`config.mk`:
```
export PLATFORM = sky130hd
export DESIGN_NAME = bresenham_line_pixels
export DESIGN_NICKNAME = d
export VERILOG_FILES = /design/src/rtl/blp_pkg.sv /design/src/rtl/blp_front.sv /design/src/rtl/blp_queue.sv /design/src/rtl/blp_stepper.sv /design/src/rtl/bresenham_line_pixels.sv
export SDC_FILE = /design/constraint.sdc
export NUM_CORES = 1
export LEC_CHECK = 0
export ABC_CLOCK_PERIOD_IN_PS = 3950
export CORE_MARGIN = 5
export CORE_UTILIZATION = 35
export CTS_BUF_LIST = sky130_fd_sc_hd__clkbuf_8 sky130_fd_sc_hd__clkbuf_16
export CTS_CLUSTER_DIAMETER = 80
export CTS_CLUSTER_SIZE = 28
export DETAILED_ROUTE_END_ITERATION = 6
export DONT_BUFFER_PORTS = 1
export PLACE_DENSITY = 0.49
export SYNTH_ARGS = -nofsm -noshare
export SYNTH_HDL_FRONTEND = slang
export SYNTH_SLANG_ARGS = --single-unit
```
`constraint.sdc`:
```
create_clock -name clk_i -period 3.95 [get_ports clk_i]
set_clock_uncertainty 0.2 [all_clocks]
set_input_delay 0.5925 -clock clk_i [delete_from_list [all_inputs] [get_ports clk_i]]
set_output_delay 0.5925 -clock clk_i [all_outputs]
set_load 0.02 [all_outputs]
```
`src/rtl/blp_pkg.sv`:
```
`timescale 1ns / 1ps
// ----------------------------------------------------------------------------
// blp_pkg
// Shared widths and helpers for the Bresenham line pixel generator.
// ----------------------------------------------------------------------------
package blp_pkg;

  localparam int unsigned ColorW  = 24;
  localparam int unsigned ShaderW = 8;
  // error term carries sign plus room for twice the largest delta
  localparam int unsigned ErrExtra = 3;

  // Packed line command layout between front end and stepper:
  // x, y, rem (coord), err, inc_a, inc_b (err width), steep, step_neg,
  // color, shader.
  function automatic int unsigned cmd_bits(int unsigned coord_bits);
    cmd_bits = 3 * coord_bits + 3 * (coord_bits + ErrExtra) + 2 + ColorW + ShaderW;
  endfunction

endpackage

```
`src/rtl/blp_front.sv`:
```
`timescale 1ns / 1ps
// ----------------------------------------------------------------------------
// blp_front
// Takes a line command, classifies it as shallow or steep and sets up the
// start point, error term, increments and pixel count for the stepper.
// ----------------------------------------------------------------------------
module blp_front #(
  parameter int unsigned COORD_BITS = 6,
  parameter int unsigned CMD_W      = 79
) (
  input  logic                           clk_i,
  input  logic                           rst_ni,
  input  logic                           in_valid_i,
  output logic                           in_stall_o,
  input  logic [COORD_BITS-1:0]          start_x_i,
  input  logic [COORD_BITS-1:0]          start_y_i,
  input  logic [COORD_BITS-1:0]          end_x_i,
  input  logic [COORD_BITS-1:0]          end_y_i,
  input  logic [blp_pkg::ColorW-1:0]     line_color_i,
  input  logic [blp_pkg::ShaderW-1:0]    shader_tag_i,
  output logic                           cmd_valid_o,
  input  logic                           cmd_stall_i,
  output logic [CMD_W-1:0]               cmd_o
);
  import blp_pkg::*;

  localparam int unsigned C = COORD_BITS;
  localparam int unsigned E = COORD_BITS + ErrExtra;

  typedef struct packed {
    logic [C-1:0]        x;
    logic [C-1:0]        y;
    logic [C-1:0]        rem;
    logic signed [E-1:0] err;
    logic signed [E-1:0] inc_a;
    logic signed [E-1:0] inc_b;
    logic                steep;
    logic                step_neg;
    logic [ColorW-1:0]   color;
    logic [ShaderW-1:0]  shader;
  } cmd_t;

  logic signed [C:0]   dx, dy;
  logic [C-1:0]        adx, ady, major, minor;
  logic                steep, use_end;
  cmd_t                cmd_d, cmd_q;
  logic                valid_q;
  logic                load;

  always_comb begin
    dx    = $signed({1'b0, end_x_i}) - $signed({1'b0, start_x_i});
    dy    = $signed({1'b0, end_y_i}) - $signed({1'b0, start_y_i});
    adx   = dx[C] ? C'(-dx) : C'(dx);
    ady   = dy[C] ? C'(-dy) : C'(dy);
    steep = ady > adx;
    major = steep ? ady : adx;
    minor = steep ? adx : ady;
    // begin at the lower end of the major axis
    use_end = steep ? dy[C] : dx[C];

    cmd_d.x        = use_end ? end_x_i : start_x_i;
    cmd_d.y        = use_end ? end_y_i : start_y_i;
    cmd_d.rem      = major;
    cmd_d.err      = $signed({2'b00, minor, 1'b0}) - $signed({3'b000, major});
    cmd_d.inc_a    = $signed({2'b00, minor, 1'b0});
    cmd_d.inc_b    = $signed({2'b00, minor, 1'b0}) - $signed({2'b00, major, 1'b0});
    cmd_d.steep    = steep;
    cmd_d.step_neg = !((dx[C] && dy[C]) || (dx > 0 && dy > 0));
    cmd_d.color    = line_color_i;
    cmd_d.shader   = shader_tag_i;
  end

  assign in_stall_o  = valid_q && cmd_stall_i;
  assign load        = in_valid_i && !in_stall_o;
  assign cmd_valid_o = valid_q;
  assign cmd_o       = CMD_W'(cmd_q);

  always_ff @(posedge clk_i or negedge rst_ni) begin
    if (!rst_ni) begin
      valid_q <= 1'b0;
    end else if (load) begin
      valid_q <= 1'b1;
    end else if (!cmd_stall_i) begin
      valid_q <= 1'b0;
    end
  end

  always_ff @(posedge clk_i) begin
    if (load) begin
      cmd_q <= cmd_d;
    end
  end

endmodule

```
`src/rtl/blp_queue.sv`:
```
`timescale 1ns / 1ps
// ----------------------------------------------------------------------------
// blp_queue
// Two-entry command queue between the front end and the stepper.
// ----------------------------------------------------------------------------
module blp_queue #(
  parameter int unsigned WIDTH = 79
) (
  input  logic             clk_i,
  input  logic             rst_ni,
  input  logic             wr_valid_i,
  output logic             wr_stall_o,
  input  logic [WIDTH-1:0] wr_data_i,
  output logic             rd_valid_o,
  input  logic             rd_stall_i,
  output logic [WIDTH-1:0] rd_data_o
);
  import blp_pkg::*;

  localparam int unsigned Depth = 2;

  logic [WIDTH-1:0] mem_q [Depth];
  logic             wr_ptr_q, rd_ptr_q;
  logic [1:0]       count_q;
  logic             push, pop;

  assign wr_stall_o = count_q == 2'(Depth);
  assign rd_valid_o = count_q != 2'd0;
  assign rd_data_o  = mem_q[rd_ptr_q];
  assign push       = wr_valid_i && !wr_stall_o;
  assign pop        = rd_valid_o && !rd_stall_i;

  always_ff @(posedge clk_i or negedge rst_ni) begin
    if (!rst_ni) begin
      wr_ptr_q <= 1'b0;
      rd_ptr_q <= 1'b0;
      count_q  <= 2'd0;
    end else begin
      if (push) wr_ptr_q <= !wr_ptr_q;
      if (pop)  rd_ptr_q <= !rd_ptr_q;
      if (push && !pop)      count_q <= count_q + 2'd1;
      else if (pop && !push) count_q <= count_q - 2'd1;
    end
  end

  always_ff @(posedge clk_i) begin
    if (push) begin
      mem_q[wr_ptr_q] <= wr_data_i;
    end
  end

endmodule

```
`src/rtl/blp_stepper.sv`:
```
`timescale 1ns / 1ps
// ----------------------------------------------------------------------------
// blp_stepper
// Walks one line command, one pixel per cycle while the output is not stalled, into an output register.
// ----------------------------------------------------------------------------
module blp_stepper #(
  parameter int unsigned COORD_BITS = 6,
  parameter int unsigned CMD_W      = 79
) (
  input  logic                        clk_i,
  input  logic                        rst_ni,
  input  logic                        cmd_valid_i,
  output logic                        cmd_stall_o,
  input  logic [CMD_W-1:0]            cmd_i,
  output logic                        pix_valid_o,
  input  logic                        pix_stall_i,
  output logic [COORD_BITS-1:0]       pixel_x_o,
  output logic [COORD_BITS-1:0]       pixel_y_o,
  output logic [blp_pkg::ColorW-1:0]  pixel_color_o,
  output logic [blp_pkg::ShaderW-1:0] pixel_shader_o,
  output logic                        last_pixel_o
);
  import blp_pkg::*;

  localparam int unsigned C = COORD_BITS;
  localparam int unsigned E = COORD_BITS + ErrExtra;

  typedef struct packed {
    logic [C-1:0]        x;
    logic [C-1:0]        y;
    logic [C-1:0]        rem;
    logic signed [E-1:0] err;
    logic signed [E-1:0] inc_a;
    logic signed [E-1:0] inc_b;
    logic                steep;
    logic                step_neg;
    logic [ColorW-1:0]   color;
    logic [ShaderW-1:0]  shader;
  } cmd_t;

  cmd_t         cmd_in;
  cmd_t         cur_q, cur_d;
  logic         active_q, active_d;
  logic         out_valid_q;
  logic         emit, load, hold_minor;
  logic [C-1:0] minor_step;

  assign cmd_in      = cmd_t'(cmd_i);
  assign cmd_stall_o = active_q;
  assign load        = cmd_valid_i && !active_q;
  assign emit        = active_q && (!out_valid_q || !pix_stall_i);
  assign pix_valid_o = out_valid_q;

  always_comb begin
    // shallow lines keep the minor axis on err < 0, steep ones on err <= 0
    hold_minor = cur_q.steep ? (cur_q.err[E-1] || cur_q.err == '0) : cur_q.err[E-1];
    minor_step = cur_q.step_neg ? {C{1'b1}} : C'(1);
    cur_d      = cur_q;
    active_d   = active_q;
    if (load) begin
      cur_d    = cmd_in;
      active_d = 1'b1;
    end else if (emit) begin
      if (cur_q.rem == '0) begin
        active_d = 1'b0;
      end
      cur_d.rem = cur_q.rem - C'(1);
      if (cur_q.steep) begin
        cur_d.y = cur_q.y + C'(1);
        if (!hold_minor) cur_d.x = cur_q.x + minor_step;
      end else begin
        cur_d.x = cur_q.x + C'(1);
        if (!hold_minor) cur_d.y = cur_q.y + minor_step;
      end
      cur_d.err = cur_q.err + (hold_minor ? cur_q.inc_a : cur_q.inc_b);
    end
  end

  always_ff @(posedge clk_i or negedge rst_ni) begin
    if (!rst_ni) begin
      active_q    <= 1'b0;
      out_valid_q <= 1'b0;
    end else begin
      active_q <= active_d;
      if (emit) begin
        out_valid_q <= 1'b1;
      end else if (!pix_stall_i) begin
        out_valid_q <= 1'b0;
      end
    end
  end

  always_ff @(posedge clk_i) begin
    cur_q <= cur_d;
    if (emit) begin
      pixel_x_o      <= cur_q.x;
      pixel_y_o      <= cur_q.y;
      pixel_color_o  <= cur_q.color;
      pixel_shader_o <= cur_q.shader;
      last_pixel_o   <= cur_q.rem == '0;
    end
  end

endmodule

```
`src/rtl/bresenham_line_pixels.sv`:
```
`timescale 1ns / 1ps
// ----------------------------------------------------------------------------
// bresenham_line_pixels
// Bresenham line rasterizer: one line command in, its pixel run out.
//
//   channel  direction  handshake               payload
//   in       input      in_valid_i / in_stall_o  endpoints, color, shader tag
//   pix      output     pix_valid_o / pix_stall_i pixel x/y, color, shader, last
//
// A line of N pixels (N = max(|dx|,|dy|) + 1, up to 2^COORD_BITS) is walked by
// the stepper: it loads the command, then emits one pixel per cycle unless the
// output stalls, set by its single error-term adder. Setup and a two-beat
// command queue run ahead, so commands are taken while a line is being walked.
// Reset clears all valid and busy flags; no payload is reset.
// A stalled pixel beat holds in the output register and freezes the stepper's pixel walk.
// ----------------------------------------------------------------------------
module bresenham_line_pixels #(
  parameter int unsigned COORD_BITS = 6
) (
  input  logic                        clk_i,
  input  logic                        rst_ni,
  input  logic                        in_valid_i,
  output logic                        in_stall_o,
  input  logic [COORD_BITS-1:0]       start_x_i,
  input  logic [COORD_BITS-1:0]       start_y_i,
  input  logic [COORD_BITS-1:0]       end_x_i,
  input  logic [COORD_BITS-1:0]       end_y_i,
  input  logic [blp_pkg::ColorW-1:0]  line_color_i,
  input  logic [blp_pkg::ShaderW-1:0] shader_tag_i,
  output logic                        pix_valid_o,
  input  logic                        pix_stall_i,
  output logic [COORD_BITS-1:0]       pixel_x_o,
  output logic [COORD_BITS-1:0]       pixel_y_o,
  output logic [blp_pkg::ColorW-1:0]  pixel_color_o,
  output logic [blp_pkg::ShaderW-1:0] pixel_shader_o,
  output logic                        last_pixel_o
);
  import blp_pkg::*;

  localparam int unsigned CmdW = cmd_bits(COORD_BITS);

  logic            f_valid, f_stall;
  logic [CmdW-1:0] f_cmd;
  logic            q_valid, q_stall;
  logic [CmdW-1:0] q_cmd;

  blp_front #(
    .COORD_BITS(COORD_BITS),
    .CMD_W     (CmdW)
  ) u_front (
    .clk_i       (clk_i),
    .rst_ni      (rst_ni),
    .in_valid_i  (in_valid_i),
    .in_stall_o  (in_stall_o),
    .start_x_i   (start_x_i),
    .start_y_i   (start_y_i),
    .end_x_i     (end_x_i),
    .end_y_i     (end_y_i),
    .line_color_i(line_color_i),
    .shader_tag_i(shader_tag_i),
    .cmd_valid_o (f_valid),
    .cmd_stall_i (f_stall),
    .cmd_o       (f_cmd)
  );

  blp_queue #(
    .WIDTH(CmdW)
  ) u_queue (
    .clk_i     (clk_i),
    .rst_ni    (rst_ni),
    .wr_valid_i(f_valid),
    .wr_stall_o(f_stall),
    .wr_data_i (f_cmd),
    .rd_valid_o(q_valid),
    .rd_stall_i(q_stall),
    .rd_data_o (q_cmd)
  );

  blp_stepper #(
    .COORD_BITS(COORD_BITS),
    .CMD_W     (CmdW)
  ) u_stepper (
    .clk_i         (clk_i),
    .rst_ni        (rst_ni),
    .cmd_valid_i   (q_valid),
    .cmd_stall_o   (q_stall),
    .cmd_i         (q_cmd),
    .pix_valid_o   (pix_valid_o),
    .pix_stall_i   (pix_stall_i),
    .pixel_x_o     (pixel_x_o),
    .pixel_y_o     (pixel_y_o),
    .pixel_color_o (pixel_color_o),
    .pixel_shader_o(pixel_shader_o),
    .last_pixel_o  (last_pixel_o)
  );

endmodule

```
==> results of run 1 <==
logic make-up (layout without fill, tap and decap cells):
family                   Yosys count  after routing  synth area share
AO/OA/AOI/OAI                    145            145            0.0714
XOR/XNOR                          43             43            0.0275
adder cells (fa/ha/maj)           47             47            0.0445
AND/OR/NAND/NOR                  142            142            0.0509
buffers and inverters             75            250            0.0206
flip-flops                       342            342             0.720
multiplexers                      85             85            0.0653
metrics by stage:
step | instances | hold slack [ns] | power [uW]
final | 1579 | 0.0443 | 12700
after global routing | 1579 | 0.0411 | 13500
after floorplan | 879 | 0.0969 | 8830
after CTS | 1571 | 0.0114 | 12600
after global placement | 1504 | 0.0974 | 10400
after detailed placement | 1504 | 0.0974 | 10500
state kept, by name, summed over array words and instances, names as in the netlist, 2 cells and up:
name and flops:
u_stepper.pixel_x_o 6, u_queue.mem_q 144, u_stepper.pixel_color_o 24, u_front.cmd_o 72
u_stepper.cur_q 74, u_stepper.pixel_shader_o 8, u_queue.count_q 2, u_stepper.pixel_y_o 6
cell usage in the layout, fill, tap and decap left out, drive strengths merged, types with 5 or more instances in the layout:
master	netlist	final
edfxtp	335	335
buf	5	138
mux2	62	62
inv	53	60
a21oi	44	44
ha	41	41
nand2	39	39
nor2	37	37
o21ai	35	35
dlygate4sd3	0	34
xnor2	24	24
mux2i	23	23
xor2	19	19
clkbuf	17	17
a211oi	14	14
a21o	12	12
nor2b	11	11
nand2b	9	9
and2	8	8
nor4	7	7
dfrtp	7	7
nor3	7	7
o21bai	6	6
fa	6	6
and3	5	5
nand3	5	5
what timing repair did:
item,4_1_cts,5_1_grt
setup endpoints to repair,26,27
buffers inserted,8,9
hold endpoints to repair,40,0
pin swaps,9,11
hold buffers,34,0
resized for setup,16,35
cell type report:
cell class,count,share of cell area
clock buffers,17,0.0248
well taps,525,0.0383
inverters,53,0.0133
repair buffers,172,0.0834
clock inverters,8,0.00263
multi-input cells,462,0.240
flip-flops and latches,342,0.597
where the power goes:
group,switching (uW),total (uW),internal [uW]
logic,2480,4980,2500
clock network,1060,1860,799
registers,469,5870,5400
metal layers:
layer | vias up | GRT usage | wire length, um | part of all wire
met4 | 0 | 0.0271 | 389 | 0.014
met2 | 105 | 0.214 | 13700 | 0.51
met5 | - | 0 | 0 | 0
li1 | 3639 | - | - | -
met3 | 24 | 0.0145 | 847 | 0.031
met1 | 3626 | 0.155 | 12100 | 0.45
critical path: stages:
cell	delay, ns
sky130_fd_sc_hd__clkinv_16	0.02
sky130_fd_sc_hd__ha_4	0.12
sky130_fd_sc_hd__inv_2	0.03
sky130_fd_sc_hd__fa_2	0.35
sky130_fd_sc_hd__a21o_1	0.16
sky130_fd_sc_hd__a21o_1	0.21
sky130_fd_sc_hd__a311o_1	0.32
sky130_fd_sc_hd__nor2_2	0.14
sky130_fd_sc_hd__xor2_2	0.18
sky130_fd_sc_hd__inv_2	0.07
sky130_fd_sc_hd__ha_4	0.23
sky130_fd_sc_hd__a21oi_2	0.13
sky130_fd_sc_hd__o21ai_2	0.06
sky130_fd_sc_hd__a21o_1	0.16
sky130_fd_sc_hd__a21oi_2	0.13
sky130_fd_sc_hd__a41oi_2	0.06
sky130_fd_sc_hd__o31a_4	0.15
sky130_fd_sc_hd__nor2_4	0.14
sky130_fd_sc_hd__inv_4	0.09
sky130_fd_sc_hd__mux2i_4	0.20
sky130_fd_sc_hd__fa_2	0.42
sky130_fd_sc_hd__a21oi_4	0.19
sky130_fd_sc_hd__a2111oi_2	0.10
sky130_fd_sc_hd__or3_1	0.33
sky130_fd_sc_hd__o211ai_2	0.16
final timing paths:
path	from	endpoint	slack, ns	depth (start not counted)
setup / recovery	end_y_i[0]	u_front.cmd_o[58]	-0.65	25
hold / removal	pix_stall_i	u_stepper.pix_valid_o	0.04	2
setup reg to reg	u_stepper.cur_q[56]	u_stepper.cur_q[59]	0.45	12
hold reg to reg	u_stepper.cur_q[25]	u_stepper.pixel_color_o[17]	0.23	0
max in group asynchronous	rst_ni	u_queue.rd_ptr_q	3.05	1
min in group asynchronous	rst_ni	u_queue.count_q[0]	0.21	1
==> impl_metrics.xml, run 1 <==
<?xml version="1.0" encoding="UTF-8"?>
<metrics>
  <group name="yosys">
    <metric name="synth_fp_nets" unit="">986</metric>
    <metric name="yosysSeqAreaShare" unit="">0.720</metric>
    <metric name="netlist_top_cells_area" unit="">sky130_fd_sc_hd__edfxtp_1, sky130_fd_sc_hd__mux2_2, sky130_fd_sc_hd__ha_1</metric>
    <metric name="synth.top_cells.by_count" unit="">sky130_fd_sc_hd__edfxtp_1, sky130_fd_sc_hd__mux2_2, sky130_fd_sc_hd__inv_1</metric>
    <metric name="ys_warn_count" unit="">0</metric>
    <metric name="synth-seq-cells" unit="">342</metric>
    <metric name="syn_area_per_cell" unit="um2">16.2</metric>
    <metric name="synthDominantCellAreaShare" unit="">0.707</metric>
    <metric name="syn_area" unit="mm2">0.0142</metric>
    <metric name="synth_area_leader_cell" unit="">sky130_fd_sc_hd__edfxtp_1</metric>
    <metric name="synth_enable_flop_cells" unit="">335</metric>
    <metric name="ys_types" unit="">71</metric>
    <metric name="async_reset_ff_frac" unit="">0.0205</metric>
    <metric name="synth-main-ff-cell" unit="">sky130_fd_sc_hd__edfxtp_1</metric>
    <metric name="syn_inst" unit="">879</metric>
    <metric name="synth.most_common_cell" unit="">sky130_fd_sc_hd__edfxtp_1</metric>
  </group>
  <group name="grt">
    <metric name="global_route_wire_length_before_repair" unit="mm">42.7</metric>
    <metric name="grt_antenna_before_repair" unit="">0</metric>
    <metric name="track_usage" unit="">0.119</metric>
    <metric name="grt_pass1_vias" unit="">7703</metric>
    <metric name="gr-total-overflow" unit="">0</metric>
    <metric name="maximum_number_of_pins_on_one_net_before_global_route_repair" unit="">52</metric>
  </group>
  <group name="critical_path">
    <metric name="setup.worst_path.end_class" unit="">flip-flop</metric>
    <metric name="cp-start-kind" unit="">primary input</metric>
    <metric name="cp_max_fo" unit="">9</metric>
    <metric name="timing.critical_path.required" unit="ns">4.11</metric>
    <metric name="timing_worst_setup_path_type" unit="">primary input to flip-flop</metric>
    <metric name="critPathArrivalTime" unit="ns">4.76</metric>
  </group>
  <group name="sta">
    <metric name="worst_slew_pin_slew" unit="ns">1.05</metric>
    <metric name="layout_setup_ws" unit="ns">-0.647</metric>
    <metric name="hold_violations" unit="">0</metric>
    <metric name="setup_tns_final" unit="ns">-9.79</metric>
    <metric name="final.min_clock_period" unit="ns">4.60</metric>
    <metric name="max_slew_margin" unit="">0.300</metric>
    <metric name="layout_worst_path_cycle_share" unit="">1.16</metric>
    <metric name="maxSlewViolCount" unit="">0</metric>
    <metric name="final_setup_fails" unit="">25</metric>
    <metric name="grt_setup_unrepaired" unit="">true</metric>
    <metric name="max_freq" unit="MHz">218</metric>
  </group>
  <group name="clock_tree">
    <metric name="tritoncts_clock_tree" unit="">built</metric>
    <metric name="clk_latency" unit="ns">0.52</metric>
    <metric name="cts.htree.levels" unit="">1</metric>
    <metric name="cts_inserted_buffers" unit="">16</metric>
    <metric name="cts_sinks" unit="">342</metric>
    <metric name="root_driver" unit="">sky130_fd_sc_hd__clkbuf_16</metric>
    <metric name="clockBufferDepth" unit="">3</metric>
    <metric name="clk_transition_reported_paths" unit="ns">0.10</metric>
  </group>
  <group name="routing">
    <metric name="wl_per_cell" unit="um">17.1</metric>
    <metric name="detail_route.drc_violations" unit="">0</metric>
    <metric name="detail_route.wirelength" unit="mm">27.0</metric>
    <metric name="detailroute.via_count" unit="">7394</metric>
    <metric name="detail_route.first_pass.iterations" unit="">4</metric>
    <metric name="antenna_left" unit="">0</metric>
    <metric name="post_drt_via_cell_ratio" unit="">4.68</metric>
    <metric name="drtIter0Drc" unit="">431</metric>
  </group>
  <group name="cells_and_area">
    <metric name="layout-drive-gt1-share" unit="">0.287</metric>
    <metric name="syn_to_final_growth" unit="%">20.5</metric>
    <metric name="n_fill_cell" unit="">3561</metric>
    <metric name="antenna_diode_instance_count" unit="">0</metric>
    <metric name="layout.nets" unit="">1154</metric>
    <metric name="sequential_cell_area" unit="mm2">0.0102</metric>
    <metric name="finalCoreUtilization" unit="">0.428</metric>
    <metric name="final_design_area_no_fill" unit="mm2">0.0171</metric>
    <metric name="multi_input_comb_area" unit="mm2">0.00412</metric>
  </group>
  <group name="floorplan">
    <metric name="die_width" unit="um">212</metric>
    <metric name="core.rowCount" unit="">73</metric>
    <metric name="die_height" unit="um">212</metric>
    <metric name="top_level_ports" unit="">107</metric>
    <metric name="fp.dieArea" unit="mm2">0.0448</metric>
    <metric name="start_util" unit="">0.355</metric>
    <metric name="placeable_core_region" unit="mm2">0.0400</metric>
  </group>
  <group name="place">
    <metric name="place_ws" unit="ns">-1.24</metric>
    <metric name="routabilityCongestion" unit="">0.797</metric>
    <metric name="placement.cell_area" unit="mm2">0.0160</metric>
    <metric name="place.detailed.hpwl" unit="mm">18.4</metric>
    <metric name="port_buffers" unit="">0</metric>
  </group>
  <group name="outcome">
    <metric name="failed_checks" unit="">negative setup slack</metric>
    <metric name="outcome" unit="">finished with violations</metric>
  </group>
  <group name="power_and_ir_drop">
    <metric name="p_per_area" unit="mW/mm2">741</metric>
    <metric name="leakage" unit="uW">0.00630</metric>
    <metric name="ir_worst_vdd" unit="uV">332</metric>
  </group>
  <group name="job">
    <metric name="max_cap_violations" unit="">0</metric>
  </group>
  <group name="worst_hold_path">
    <metric name="worstHoldPathType" unit="">primary input to flip-flop</metric>
  </group>
</metrics>
Power figures use the tool's default switching activity.
==> inputs of run 2 (changes only) <==
--- a/config.mk
+++ b/config.mk
@@ -5,6 +5,7 @@
 export SDC_FILE = /design/constraint.sdc
 export NUM_CORES = 1
 export LEC_CHECK = 0
+export ABC_AREA = 1
 export ABC_CLOCK_PERIOD_IN_PS = 3950
 export CORE_MARGIN = 5
 export CORE_UTILIZATION = 35
==> run 2 against run 1 <==
The run now ends clean. Flip-flop and latch count did not move. Worst hold slack got worse by 0.0086 ns. Non-clock buffer count fell by 18. Synthesized cell count rose by 29%. Sequential share of layout area rose by 0.44 points. Highest routed layer unchanged. Register-to-register slack got worse by 0.10 ns. Sequential power fell by 2%.
==> impl_metrics.xml, run 2 <==
<?xml version="1.0" encoding="UTF-8"?>
<metrics>
  <group name="yosys">
    <metric name="async_reset_ff_frac" unit="">0.0205</metric>
    <metric name="synth_area_leader_cell" unit="">sky130_fd_sc_hd__edfxtp_1</metric>
    <metric name="syn_inst" unit="">1132</metric>
    <metric name="synth-main-ff-cell" unit="">sky130_fd_sc_hd__edfxtp_1</metric>
    <metric name="synth-seq-cells" unit="">342</metric>
    <metric name="syn_area" unit="mm2">0.0144</metric>
    <metric name="ys_types" unit="">46</metric>
    <metric name="ys_warn_count" unit="">0</metric>
    <metric name="netlist_top_cells_area" unit="">sky130_fd_sc_hd__edfxtp_1, sky130_fd_sc_hd__nand2_1, sky130_fd_sc_hd__ha_1</metric>
    <metric name="yosysSeqAreaShare" unit="">0.713</metric>
    <metric name="synthDominantCellAreaShare" unit="">0.700</metric>
    <metric name="synth_enable_flop_cells" unit="">335</metric>
    <metric name="synth.top_cells.by_count" unit="">sky130_fd_sc_hd__edfxtp_1, sky130_fd_sc_hd__nand2_1, sky130_fd_sc_hd__inv_1</metric>
    <metric name="synth_fp_nets" unit="">1239</metric>
    <metric name="synth.most_common_cell" unit="">sky130_fd_sc_hd__edfxtp_1</metric>
    <metric name="syn_area_per_cell" unit="um2">12.7</metric>
  </group>
  <group name="routing">
    <metric name="post_drt_via_cell_ratio" unit="">4.46</metric>
    <metric name="drtIter0Drc" unit="">449</metric>
    <metric name="detail_route.first_pass.iterations" unit="">4</metric>
    <metric name="antenna_left" unit="">0</metric>
    <metric name="met3WireLength" unit="um">724</metric>
    <metric name="m1WireLength" unit="mm">12.2</metric>
    <metric name="top_layer_used" unit="">met4</metric>
    <metric name="detail_route.wirelength" unit="mm">27.2</metric>
    <metric name="detailroute.via_count" unit="">8093</metric>
    <metric name="detail_route.drc_violations" unit="">0</metric>
    <metric name="wl_per_cell" unit="um">15.0</metric>
    <metric name="detail_route_met2_wl" unit="mm">13.7</metric>
  </group>
  <group name="power_and_ir_drop">
    <metric name="design_power_total" unit="uW">12000</metric>
    <metric name="cellInternalPower" unit="uW">7970</metric>
    <metric name="combPwrFrac" unit="">0.366</metric>
    <metric name="seq_power_share" unit="">0.481</metric>
    <metric name="netSwitchingPower" unit="uW">4030</metric>
    <metric name="p_per_area" unit="mW/mm2">706</metric>
    <metric name="leakage" unit="uW">0.00674</metric>
    <metric name="ir_worst_vdd" unit="uV">359</metric>
    <metric name="power_frac_clock" unit="">0.153</metric>
    <metric name="sw_frac_of_total" unit="">0.336</metric>
  </group>
  <group name="cells_and_area">
    <metric name="layoutNonFillerInstCount" unit="">1814</metric>
    <metric name="largest_register_ff_count" unit="">144</metric>
    <metric name="mostFrequentLayoutCells" unit="">sky130_fd_sc_hd__edfxtp_1, sky130_fd_sc_hd__nand2_1, sky130_fd_sc_hd__buf_4</metric>
    <metric name="finalCoreUtilization" unit="">0.418</metric>
    <metric name="n_fill_cell" unit="">3793</metric>
    <metric name="largest_register" unit="">u_queue.mem_q</metric>
    <metric name="layout_commonest_cell" unit="">sky130_fd_sc_hd__edfxtp_1</metric>
    <metric name="syn_to_final_growth" unit="%">18.4</metric>
    <metric name="layout.nets" unit="">1383</metric>
    <metric name="antenna_diode_instance_count" unit="">0</metric>
    <metric name="layout-drive-gt1-share" unit="">0.213</metric>
  </group>
  <group name="grt">
    <metric name="global_route_wire_length_before_repair" unit="mm">43.2</metric>
    <metric name="grt_pass1_vias" unit="">8043</metric>
    <metric name="gr-total-overflow" unit="">0</metric>
    <metric name="grt_antenna_before_repair" unit="">0</metric>
    <metric name="track_usage" unit="">0.119</metric>
    <metric name="maximum_number_of_pins_on_one_net_before_global_route_repair" unit="">74</metric>
  </group>
  <group name="clock_tree">
    <metric name="cts.htree.levels" unit="">1</metric>
    <metric name="cts_sinks" unit="">342</metric>
    <metric name="root_driver" unit="">sky130_fd_sc_hd__clkbuf_16</metric>
    <metric name="clk_latency" unit="ns">0.51</metric>
    <metric name="tritoncts_clock_tree" unit="">built</metric>
    <metric name="cts_inserted_buffers" unit="">16</metric>
    <metric name="clk_transition_reported_paths" unit="ns">0.11</metric>
    <metric name="clockBufferDepth" unit="">3</metric>
  </group>
  <group name="sta">
    <metric name="maxSlewViolCount" unit="">0</metric>
    <metric name="max_freq" unit="MHz">263</metric>
    <metric name="final_setup_fails" unit="">0</metric>
    <metric name="layout_worst_path_cycle_share" unit="">0.961</metric>
    <metric name="worst_slew_pin_slew" unit="ns">1.04</metric>
    <metric name="max_slew_margin" unit="">0.308</metric>
    <metric name="layout_setup_ws" unit="ns">0.154</metric>
    <metric name="final.hold.worst_slack" unit="ns">0.0357</metric>
    <metric name="final.min_clock_period" unit="ns">3.80</metric>
    <metric name="hold_violations" unit="">0</metric>
  </group>
  <group name="floorplan">
    <metric name="die_height" unit="um">213</metric>
    <metric name="core.rowCount" unit="">74</metric>
    <metric name="die_width" unit="um">213</metric>
    <metric name="start_util" unit="">0.353</metric>
    <metric name="top_level_ports" unit="">107</metric>
    <metric name="placeable_core_region" unit="mm2">0.0407</metric>
    <metric name="fp.dieArea" unit="mm2">0.0452</metric>
  </group>
  <group name="place">
    <metric name="place.detailed.hpwl" unit="mm">18.4</metric>
    <metric name="port_buffers" unit="">0</metric>
    <metric name="post-place-cells" unit="">1749</metric>
    <metric name="place_ws" unit="ns">-0.453</metric>
    <metric name="routabilityCongestion" unit="">0.806</metric>
  </group>
  <group name="job">
    <metric name="max_cap_violations" unit="">0</metric>
  </group>
  <group name="worst_hold_path">
    <metric name="worstHoldPathType" unit="">primary input to flip-flop</metric>
  </group>
  <group name="critical_path">
    <metric name="timing.critical_path.required" unit="ns">4.02</metric>
    <metric name="critPathArrivalTime" unit="ns">3.87</metric>
    <metric name="cp-start-kind" unit="">primary input</metric>
    <metric name="setup.worst_path.end_class" unit="">flip-flop</metric>
    <metric name="timing_worst_setup_path_type" unit="">primary input to flip-flop</metric>
    <metric name="cp_max_fo" unit="">5</metric>
  </group>
  <group name="outcome">
    <metric name="outcome" unit="">complete, no violations</metric>
  </group>
</metrics>
## run 2: changes by cell type after synthesis, sizes merged, moves of 12 or more
cell / delta
mux2i: -23
mux2: -56
nor2: +15
nand2: +321
xnor2: -18
nand3: +32
a211oi: -12
inv: +54
a21oi: -13
a21o: -12
## run 2: final cells by class
type | instances | area (um2) | share of cell area
Inverter | 107 | 418 | 0.0246
Tap cell | 532 | 666 | 0.0391
Timing Repair Buffer | 154 | 1280 | 0.0755
Clock buffer | 17 | 425 | 0.0250
Multi-Input combinational cell | 655 | 3940 | 0.232
Clock inverter | 7 | 40.0 | 0.00235
Sequential cell | 342 | 10200 | 0.602
## run 2: cell families (layout without fill, tap and decap cells)
logic type | Yosys count | in the layout | synth area share
AND/OR/NAND/NOR | 483 | 484 | 0.146
adder cells (fa/ha/maj) | 47 | 47 | 0.0441
XOR/XNOR | 31 | 31 | 0.0194
multiplexers | 6 | 6 | 0.00470
flip-flops | 342 | 342 | 0.713
buffers and inverters | 136 | 285 | 0.0385
AO/OA/AOI/OAI | 87 | 87 | 0.0350
## run 2: metal layers
metal  track usage  vias to the layer above
li1              -                     4136
met1         0.154                     3821
met2         0.215                      107
met3        0.0139                       29
met4        0.0267                        0
met5             0                        -
## run 2: final timing paths
| path | start | to | slack [ns] | cells after the start |
|---|---|---|---|---|
| max in group asynchronous | rst_ni | u_queue.rd_ptr_q | 3.02 | 1 |
| setup reg to reg | u_stepper.cur_q[53] | u_stepper.cur_q[60] | 0.35 | 16 |
| hold / removal | in_valid_i | u_front.cmd_valid_o | 0.04 | 2 |
| hold reg to reg | u_front.cmd_o[76] | u_queue.mem_q[1][73] | 0.22 | 0 |
| setup / recovery | start_x_i[5] | u_front.cmd_o[57] | 0.15 | 25 |
| min in group asynchronous | rst_ni | u_queue.wr_ptr_q | 0.23 | 1 |
## run 2: repair_timing
item | in CTS | in global routing
gates resized for setup | 0 | 30
setup buffers | 0 | 7
setup endpoints to repair | 0 | 6
endpoints found under the hold margin | 39 | 0
hold buffers | 33 | 0
## run 2: power by group through the flow
stage	Combinational, uW	Clock (uW)	Sequential, uW
5_1_grt	4970	2050	5870
3_5_place_dp	4220	0	5870
6_report	4390	1840	5770
3_3_place_gp	4190	0	5840
4_1_cts	4270	1920	5790
2_1_floorplan	2750	0	5790
## run 2: metrics by stage
step	TNS, ns	cell area, um2
global placement	-2.89	16000
detailed placement	-3.68	16000
global route	-0.0184	17000
CTS	0	16800
finish	0	17000
floorplan	-1.50	14600
## run 2: critical path: stages
cell                       delay (ns)
sky130_fd_sc_hd__inv_1           0.03
sky130_fd_sc_hd__ha_1            0.32
sky130_fd_sc_hd__a21oi_1         0.13
sky130_fd_sc_hd__o21ai_1         0.10
sky130_fd_sc_hd__nor2_2          0.19
sky130_fd_sc_hd__inv_2           0.09
sky130_fd_sc_hd__or2_4           0.26
sky130_fd_sc_hd__xor2_4          0.17
sky130_fd_sc_hd__ha_4            0.29
sky130_fd_sc_hd__nand2_4         0.05
sky130_fd_sc_hd__buf_4           0.13
sky130_fd_sc_hd__nor3_4          0.20
sky130_fd_sc_hd__nand2_4         0.10
sky130_fd_sc_hd__buf_6           0.14
sky130_fd_sc_hd__nand3b_1        0.09
sky130_fd_sc_hd__nand2_2         0.10
sky130_fd_sc_hd__ha_4            0.28
sky130_fd_sc_hd__nand2_1         0.04
sky130_fd_sc_hd__nand3b_1        0.17
sky130_fd_sc_hd__nand2_2         0.11
sky130_fd_sc_hd__nand2_1         0.06
sky130_fd_sc_hd__nand2_1         0.08
sky130_fd_sc_hd__nand2_1         0.06
sky130_fd_sc_hd__nand2_1         0.05
sky130_fd_sc_hd__nand2_1         0.04
==> inputs of run 3 (changes only) <==
--- a/config.mk
+++ b/config.mk
@@ -7,7 +7,7 @@
 export LEC_CHECK = 0
 export ABC_AREA = 1
 export ABC_CLOCK_PERIOD_IN_PS = 3950
-export CORE_MARGIN = 5
+export CORE_MARGIN = 3
 export CORE_UTILIZATION = 35
 export CTS_BUF_LIST = sky130_fd_sc_hd__clkbuf_8 sky130_fd_sc_hd__clkbuf_16
 export CTS_CLUSTER_DIAMETER = 80
@@ -15,6 +15,7 @@
 export DETAILED_ROUTE_END_ITERATION = 6
 export DONT_BUFFER_PORTS = 1
 export PLACE_DENSITY = 0.49
+export RECOVER_POWER = 25
 export SYNTH_ARGS = -nofsm -noshare
 export SYNTH_HDL_FRONTEND = slang
 export SYNTH_SLANG_ARGS = --single-unit
==> run 3 against run 2 <==
Via count rose by 0.56%. Die area fell by 3.7%. Largest cell class unchanged. Routed wire length rose by 0.49%. Utilization rose by 0.42 points. Clock power barely moved. Largest power group unchanged. Highest routed layer unchanged. Setup slack improved by 0.011 ns. Power fell by 0.94%. First-iteration DRC count fell by 20%. Sequential power barely moved. Non-clock buffer count fell by 7. Final cell count fell by 0.55%. Worst hold slack improved by 0.018 ns.
==> impl_metrics.xml, run 3 (synthesized netlist as in run 2, its figures left out) <==
<?xml version="1.0" encoding="UTF-8"?>
<metrics>
  <group name="clock_tree">
    <metric name="tritoncts_clock_tree" unit="">built</metric>
    <metric name="cts.htree.levels" unit="">1</metric>
    <metric name="clockBufferDepth" unit="">3</metric>
    <metric name="cts_inserted_buffers" unit="">16</metric>
    <metric name="clk_transition_reported_paths" unit="ns">0.11</metric>
    <metric name="clk_latency" unit="ns">0.52</metric>
    <metric name="cts_sinks" unit="">342</metric>
    <metric name="root_driver" unit="">sky130_fd_sc_hd__clkbuf_16</metric>
  </group>
  <group name="grt">
    <metric name="maximum_number_of_pins_on_one_net_before_global_route_repair" unit="">91</metric>
    <metric name="global_route.peak_usage_layer" unit="">met2</metric>
    <metric name="grt_pass1_vias" unit="">8121</metric>
    <metric name="grt_antenna_before_repair" unit="">0</metric>
    <metric name="grt_use_met2" unit="">0.224</metric>
    <metric name="grtUsageMet1" unit="">0.163</metric>
    <metric name="gr-total-overflow" unit="">0</metric>
    <metric name="grtUsageMet3" unit="">0.0151</metric>
    <metric name="global_route_wire_length_before_repair" unit="mm">44.1</metric>
    <metric name="track_usage" unit="">0.125</metric>
  </group>
  <group name="cells_and_area">
    <metric name="mostFrequentLayoutCells" unit="">sky130_fd_sc_hd__edfxtp_1, sky130_fd_sc_hd__nand2_1, sky130_fd_sc_hd__buf_4</metric>
    <metric name="layout.nets" unit="">1376</metric>
    <metric name="largest_register" unit="">u_queue.mem_q</metric>
    <metric name="layout-drive-gt1-share" unit="">0.206</metric>
    <metric name="layout_commonest_cell" unit="">sky130_fd_sc_hd__edfxtp_1</metric>
    <metric name="antenna_diode_instance_count" unit="">0</metric>
    <metric name="layoutNonFillerInstCount" unit="">1804</metric>
    <metric name="final_design_area_no_fill" unit="mm2">0.0169</metric>
    <metric name="syn_to_final_growth" unit="%">17.7</metric>
    <metric name="largest_register_ff_count" unit="">144</metric>
  </group>
  <group name="sta">
    <metric name="final_setup_fails" unit="">0</metric>
    <metric name="setup_tns_final" unit="ns">0</metric>
    <metric name="max_slew_margin" unit="">0.249</metric>
    <metric name="maxSlewViolCount" unit="">0</metric>
    <metric name="max_freq" unit="MHz">264</metric>
    <metric name="worst_slew_pin_slew" unit="ns">1.13</metric>
    <metric name="layout_setup_ws" unit="ns">0.165</metric>
    <metric name="layout_worst_path_cycle_share" unit="">0.958</metric>
    <metric name="final.min_clock_period" unit="ns">3.78</metric>
    <metric name="hold_violations" unit="">0</metric>
  </group>
  <group name="floorplan">
    <metric name="start_util" unit="">0.358</metric>
    <metric name="placeable_core_region" unit="mm2">0.0401</metric>
    <metric name="fp.dieArea" unit="mm2">0.0435</metric>
    <metric name="die_height" unit="um">209</metric>
    <metric name="die_width" unit="um">209</metric>
    <metric name="core.rowCount" unit="">73</metric>
    <metric name="top_level_ports" unit="">107</metric>
  </group>
  <group name="critical_path">
    <metric name="timing.critical_path.required" unit="ns">4.05</metric>
    <metric name="timing.rr.start" unit="">u_stepper.cur_q[52]</metric>
    <metric name="cp-start-kind" unit="">primary input</metric>
    <metric name="timing.critical_path.slowest_stage_cell" unit="">sky130_fd_sc_hd__fa_2</metric>
    <metric name="ff2ff_setup_slack" unit="ns">0.30</metric>
    <metric name="reg2regPathDepth" unit="">16</metric>
    <metric name="cp_max_fo" unit="">4</metric>
    <metric name="timing_worst_setup_path_type" unit="">primary input to flip-flop</metric>
    <metric name="regToRegEndpoint" unit="">u_stepper.cur_q[60]</metric>
    <metric name="critPathArrivalTime" unit="ns">3.88</metric>
    <metric name="crit_path_frequent_cell" unit="">sky130_fd_sc_hd__nand2_1</metric>
    <metric name="critical-path-max-stage-delay" unit="ns">0.54</metric>
    <metric name="setup.worst_path.end_class" unit="">flip-flop</metric>
  </group>
  <group name="place">
    <metric name="place.detailed.hpwl" unit="mm">18.5</metric>
    <metric name="placement.cell_area" unit="mm2">0.0160</metric>
    <metric name="post-place-cells" unit="">1738</metric>
    <metric name="routabilityCongestion" unit="">0.780</metric>
    <metric name="port_buffers" unit="">0</metric>
    <metric name="place_ws" unit="ns">-0.524</metric>
  </group>
  <group name="worst_hold_path">
    <metric name="timing.hold.worst_path_depth" unit="">2</metric>
    <metric name="worst_hold_startpoint" unit="">in_valid_i</metric>
    <metric name="endpoint_of_the_worst_hold_path" unit="">u_front.cmd_valid_o</metric>
    <metric name="worstHoldPathType" unit="">primary input to flip-flop</metric>
  </group>
  <group name="power_and_ir_drop">
    <metric name="p_per_area" unit="mW/mm2">703</metric>
    <metric name="ir_worst_vdd" unit="uV">395</metric>
    <metric name="leakage" unit="uW">0.00672</metric>
  </group>
  <group name="routing">
    <metric name="post_drt_via_cell_ratio" unit="">4.51</metric>
    <metric name="detail_route.first_pass.iterations" unit="">7</metric>
    <metric name="detail_route.wirelength" unit="mm">27.3</metric>
    <metric name="detailroute.via_count" unit="">8138</metric>
    <metric name="detail_route.drc_violations" unit="">0</metric>
    <metric name="antenna_left" unit="">0</metric>
    <metric name="wl_per_cell" unit="um">15.1</metric>
    <metric name="drtIter0Drc" unit="">359</metric>
  </group>
  <group name="job">
    <metric name="max_cap_violations" unit="">0</metric>
  </group>
  <group name="outcome">
    <metric name="outcome" unit="">complete, no violations</metric>
  </group>
</metrics>
## run 3: worst max path at each step
stage	start	to	cells past startpoint	slack [ns]
finish	end_y_i[0]	u_front.cmd_o[58]	26	0.17
global route	end_y_i[0]	u_front.cmd_o[58]	26	-0.03
CTS	end_y_i[0]	u_front.cmd_o[58]	27	0.05
detailed placement	end_y_i[0]	u_front.cmd_o[58]	27	-0.52
global placement	end_y_i[0]	u_front.cmd_o[58]	27	-0.43
floorplan	end_y_i[0]	u_front.cmd_o[58]	30	-0.36
## run 3: worst max-delay path, delay by kind of cell
family	cells	cell delay (ns)
AO/OA/AOI/OAI	1	0.15
XOR/XNOR	1	0.17
adder cells (fa/ha/maj)	5	1.51
buffers and inverters	7	0.52
AND/OR/NAND/NOR	12	0.91
## run 3: area by class of cell
cell class,count,area [um2]
Fill cell,3741,23200
Tap cell,525,657
Clock buffer,17,425
Timing Repair Buffer,147,1220
Inverter,107,418
Multi-Input combinational cell,655,3890
Clock inverter,11,53.8
Sequential cell,342,10200
## run 3: layer usage
layer  part of all wire  vias to the layer above
li1                   -                     4119
met1               0.45                     3871
met2               0.50                      124
met3              0.035                       24
met4              0.015                        0
met5                  0                        -
## run 3: timing repair
action / in CTS / in global routing
hold buffers: 33 / 0
setup endpoints to repair: 0 / 7
gates resized for setup: 0 / 19
endpoints found under the hold margin: 39 / 0
setup buffers: 0 / 4
## run 3: where the power goes
group          switching (uW)  internal (uW)
clock                    1060            800
sequential                353           5420
combinational            2590           1660
## run 3: stage by stage
| step | total power [uW] | utilization | hold slack, ns |
|---|---|---|---|
| global placement | 10000 | 0.398 | 0.0971 |
| finish | 11900 | 0.422 | 0.0538 |
| detailed placement | 10100 | 0.398 | 0.0972 |
| CTS | 12000 | 0.418 | 0.0288 |
| global route | 12800 | 0.422 | 0.0489 |
| floorplan | 8550 | - | 0.0969 |
